**config.mk**
```make
export PLATFORM = sky130hd
export DESIGN_NAME = gbgi_ram
export DESIGN_NICKNAME = d
export VERILOG_FILES = /design/src/gbgi_ram.sv
export SDC_FILE = /design/constraint.sdc
export NUM_CORES = 1
export LEC_CHECK = 0
export ABC_CLOCK_PERIOD_IN_PS = 2800
export BUFFER_PORTS_ARGS = -buffer_cell sky130_fd_sc_hd__buf_2
export CAP_MARGIN = 20
export CORE_ASPECT_RATIO = 0.7
export CORE_MARGIN = 5
export CORE_UTILIZATION = 45
export DETAILED_ROUTE_END_ITERATION = 7
export HOLD_SLACK_MARGIN = 0.03
export SYNTH_ARGS = -nofsm -noshare
export SYNTH_HDL_FRONTEND = slang
export SYNTH_SLANG_ARGS = --single-unit
```
**constraint.sdc**
```tcl
create_clock -name clk_i -period 2.8 [get_ports clk_i]
set_input_delay 0.56 -clock clk_i [delete_from_list [all_inputs] [get_ports clk_i]]
set_output_delay 0.56 -clock clk_i [all_outputs]
set_load 0.02 [all_outputs]
```
**src/gbgi_ram.sv**
```systemverilog
// Generic single-write, single-read RAM with registered read data.
// Used for the four grid banks. No dependencies.
module gbgi_ram #(
  parameter  int WIDTH = 8,
  parameter  int DEPTH = 16,
  localparam int AW    = (DEPTH > 1) ? $clog2(DEPTH) : 1
) (
  input  logic             clk_i,
  input  logic             we_i,
  input  logic [AW-1:0]    waddr_i,
  input  logic [WIDTH-1:0] wdata_i,
  input  logic             re_i,
  input  logic [AW-1:0]    raddr_i,
  output logic [WIDTH-1:0] rdata_o
);

  logic [WIDTH-1:0] mem_q [DEPTH];
  logic [WIDTH-1:0] rdata_q;

  // write port
  always_ff @(posedge clk_i) begin
    if (we_i) begin
      mem_q[waddr_i] <= wdata_i;
    end
  end

  // registered read port, held while re_i is low
  always_ff @(posedge clk_i) begin
    if (re_i) begin
      rdata_q <= mem_q[raddr_i];
    end
  end

  assign rdata_o = rdata_q;

endmodule

```
==> metrics.txt <==
switching power share of the total=0.194; synthesis-stage register bit count=136; Post-Place Cell Area=5620 sq um; sum of routed wire length over all layers=10.7 mm; number of nets in the layout=301; iteration count of the initial detailed-routing pass=4; synthesis-to-layout area growth=18.9%; Max IR drop VDD=0.000450 V; Pwr Density=769 nW/um^2; setup repair after global routing missed its margin=no; Layout Skew=0.00745 ns; Mapped Avg Cell Area=22.8 sq um; fraction of layout instances using a drive strength above 1=0.303; via count of the routed design=2533; pin count of the biggest net entering global routing=33; half-perimeter wire length after placement=6.90 mm; synthesis warning total=0; standby leakage power=2.10 nW; area of the multi-input gates=1060 sq um; largest fanout of any net on the critical path=32; via count of the first global-routing pass=2641; combined global-route utilization of all metal layers=0.164; Setup WS post-layout=1.06 ns; number of violations reported at the end of detailed-routing iteration 0=203; Netlist Area Pre-Place=5230 sq um; Final Cell Area=6210 sq um; ANT cells=0; startpoint type of the worst setup path=input port; initial core utilization=0.468; RD Place Congestion=0.723; overall die area=13900 sq um; DIE HEIGHT=100 microns; CP endpoint kind=flop; Site Rows=32; net switching component of the power=0.926 mW; CTS buffer count=17; count of different cell masters after synthesis=18; result of the run=complete, no violations; IO buf count=26; CTS Hold Bufs=0; flip-flop and latch area=4080 sq um; register clock-pin slew on the reported worst setup and hold paths=0.05 ns; Final Hold Viols=0; class of the tightest hold or removal check=in -> reg; maximum capacitance violations=0; io pins=27; post-route clock period utilization=0.622; wire length of the first global-routing pass=16.3 mm; ranking of synthesized cells by instance count=sky130_fd_sc_hd__edfxtp_1 (136), sky130_fd_sc_hd__mux4_2 (18), sky130_fd_sc_hd__a22oi_1 (16); Post-CTS Setup Repair Bufs=0; Vias per Instance=5.67; overflow left after global routing=0; number of antenna violations at the first check in global routing=0; top cells by area in the synthesized netlist=sky130_fd_sc_hd__edfxtp_1 (78%), sky130_fd_sc_hd__mux4_2 (7.8%), sky130_fd_sc_hd__mux4_1 (7.0%); post-layout minimum cycle time=1.74 ns; number of synthesized flops with an enable pin=136; biggest area consumer among synthesized cells=sky130_fd_sc_hd__edfxtp_1; timing-limited maximum frequency=574 MHz; clock network fraction of total power=0.471; Clk Latency, worst-skew pair=0.41 ns; Setup TNS Final=0 ns; number of nets produced by synthesis=248; average routed wire per standard cell=23.9 microns; WP data arrival=1.88 ns; worst-case headroom to the max-slew limit=0.539; async set-or-reset flop fraction in the synthesized netlist=0; Worst Path Class, Setup=in -> reg; DRT antenna net count=0; die extent in x=139 microns; data required time of the worst path=2.94 ns; Max clock buf depth=2; PostCTS Resize Cnt=0; worst slack, placed=0.630 ns; Filler cells=855; number of levels the H-tree was split into=4; post-synth top area share=0.781; total design power=4.78 mW; most instantiated library cell after synthesis=sky130_fd_sc_hd__edfxtp_1; Syn Inst Count=229; # setup viols final=0; internal power component=3.85 mW; slew of the pin with the lowest slew margin=0.689 ns; sequential share of power=0.483; CTS tree=yes; clock sink count=136; part of the power in combinational logic=0.046; DRC violation count after routing=0; Seq/Total Area, Yosys=0.781; Max Transition Viols Final=0; placeable core region=11200 sq um; Primary FF master, synth=sky130_fd_sc_hd__edfxtp_1; CTS Root Buffer Type=sky130_fd_sc_hd__clkbuf_16
cells by family (layout without fill, tap and decap cells):
group           Yosys count  count (layout)  synth area share
simple gates             35              35            0.0314
compound gates           16              16            0.0230
mux                      32              32             0.148
flops                   136             136             0.781
buf+inv                  10              75            0.0165
per-layer routing:
metal  global-route usage  share of wire  up-vias
met5                    0              0        -
met4               0.0609          0.012        0
met3               0.0419          0.048       13
met2                0.231           0.44       71
met1                0.247           0.50     1361
li1                     -              -     1088
cell type report:
cell class | count | area share
clock buffers | 20 | 0.0703
repair buffers | 44 | 0.0467
clock inverters | 11 | 0.0250
flip-flops and latches | 136 | 0.657
multi-input cells | 83 | 0.170
well taps | 153 | 0.0308
worst max-delay path, cell delays in order:
cell and delay (ns):
sky130_fd_sc_hd__buf_2 0.10, sky130_fd_sc_hd__buf_12 0.26, sky130_fd_sc_hd__mux4_1 0.61, sky130_fd_sc_hd__a22oi_1 0.23, sky130_fd_sc_hd__nand2_1 0.11
stage by stage:
stage | utilization | hold WS [ns] | instances
after floorplan | - | 0.659 | 229
after global placement | 0.503 | 0.734 | 416
final | 0.556 | 0.531 | 447
after CTS | 0.556 | 0.519 | 447
after global routing | 0.556 | 0.520 | 447
after detailed placement | 0.503 | 0.751 | 416
state kept, by name, indices dropped and copies added (netlist names):
signal,flops
mem_q,128
rdata_o,8
power groups by stage:
stage / registers [mW] / clock network (mW) / logic, mW
5_1_grt: 2.31 / 2.37 / 0.241
3_5_place_dp: 2.35 / 0 / 0.225
4_1_cts: 2.31 / 2.28 / 0.225
6_report: 2.31 / 2.25 / 0.221
3_3_place_gp: 2.35 / 0 / 0.220
2_1_floorplan: 2.36 / 0 / 0.116
path summary, 6_finish.rpt:
kind | start | end | slack [ns] | depth (start not counted)
setup / recovery | raddr_i[0] | rdata_o[5]$_DFFE_PP_ | 1.06 | 5
hold / removal | re_i | rdata_o[2]$_DFFE_PP_ | 0.53 | 1
setup reg to reg | mem_q[9][4]$_DFFE_PP_ | rdata_o[4]$_DFFE_PP_ | 1.27 | 3
hold reg to reg | mem_q[8][3]$_DFFE_PP_ | rdata_o[3]$_DFFE_PP_ | 0.76 | 3
cell usage in the layout (no fill, tap or decap):
master / netlist / layout
sky130_fd_sc_hd__clkbuf_1: 0 / 3
sky130_fd_sc_hd__nand3b_1: 2 / 2
sky130_fd_sc_hd__bufinv_16: 0 / 4
sky130_fd_sc_hd__nor3_1: 4 / 4
sky130_fd_sc_hd__buf_2: 3 / 26
sky130_fd_sc_hd__clkinvlp_4: 0 / 1
sky130_fd_sc_hd__buf_4: 1 / 16
sky130_fd_sc_hd__clkinv_1: 0 / 2
sky130_fd_sc_hd__edfxtp_1: 136 / 136
sky130_fd_sc_hd__and2b_1: 1 / 1
sky130_fd_sc_hd__mux4_1: 14 / 14
sky130_fd_sc_hd__a22oi_1: 16 / 16
sky130_fd_sc_hd__clkinv_2: 0 / 4
sky130_fd_sc_hd__buf_12: 0 / 2
sky130_fd_sc_hd__and2_1: 1 / 1
sky130_fd_sc_hd__nor2_1: 13 / 13
sky130_fd_sc_hd__nand2b_1: 2 / 2
sky130_fd_sc_hd__nand2_1: 9 / 9
sky130_fd_sc_hd__nor2b_1: 1 / 1
sky130_fd_sc_hd__mux4_2: 18 / 18
sky130_fd_sc_hd__nand3_1: 1 / 1
sky130_fd_sc_hd__or3b_2: 1 / 1
sky130_fd_sc_hd__clkbuf_16: 0 / 17
Note: power is estimated with default switching activity, not from simulation.
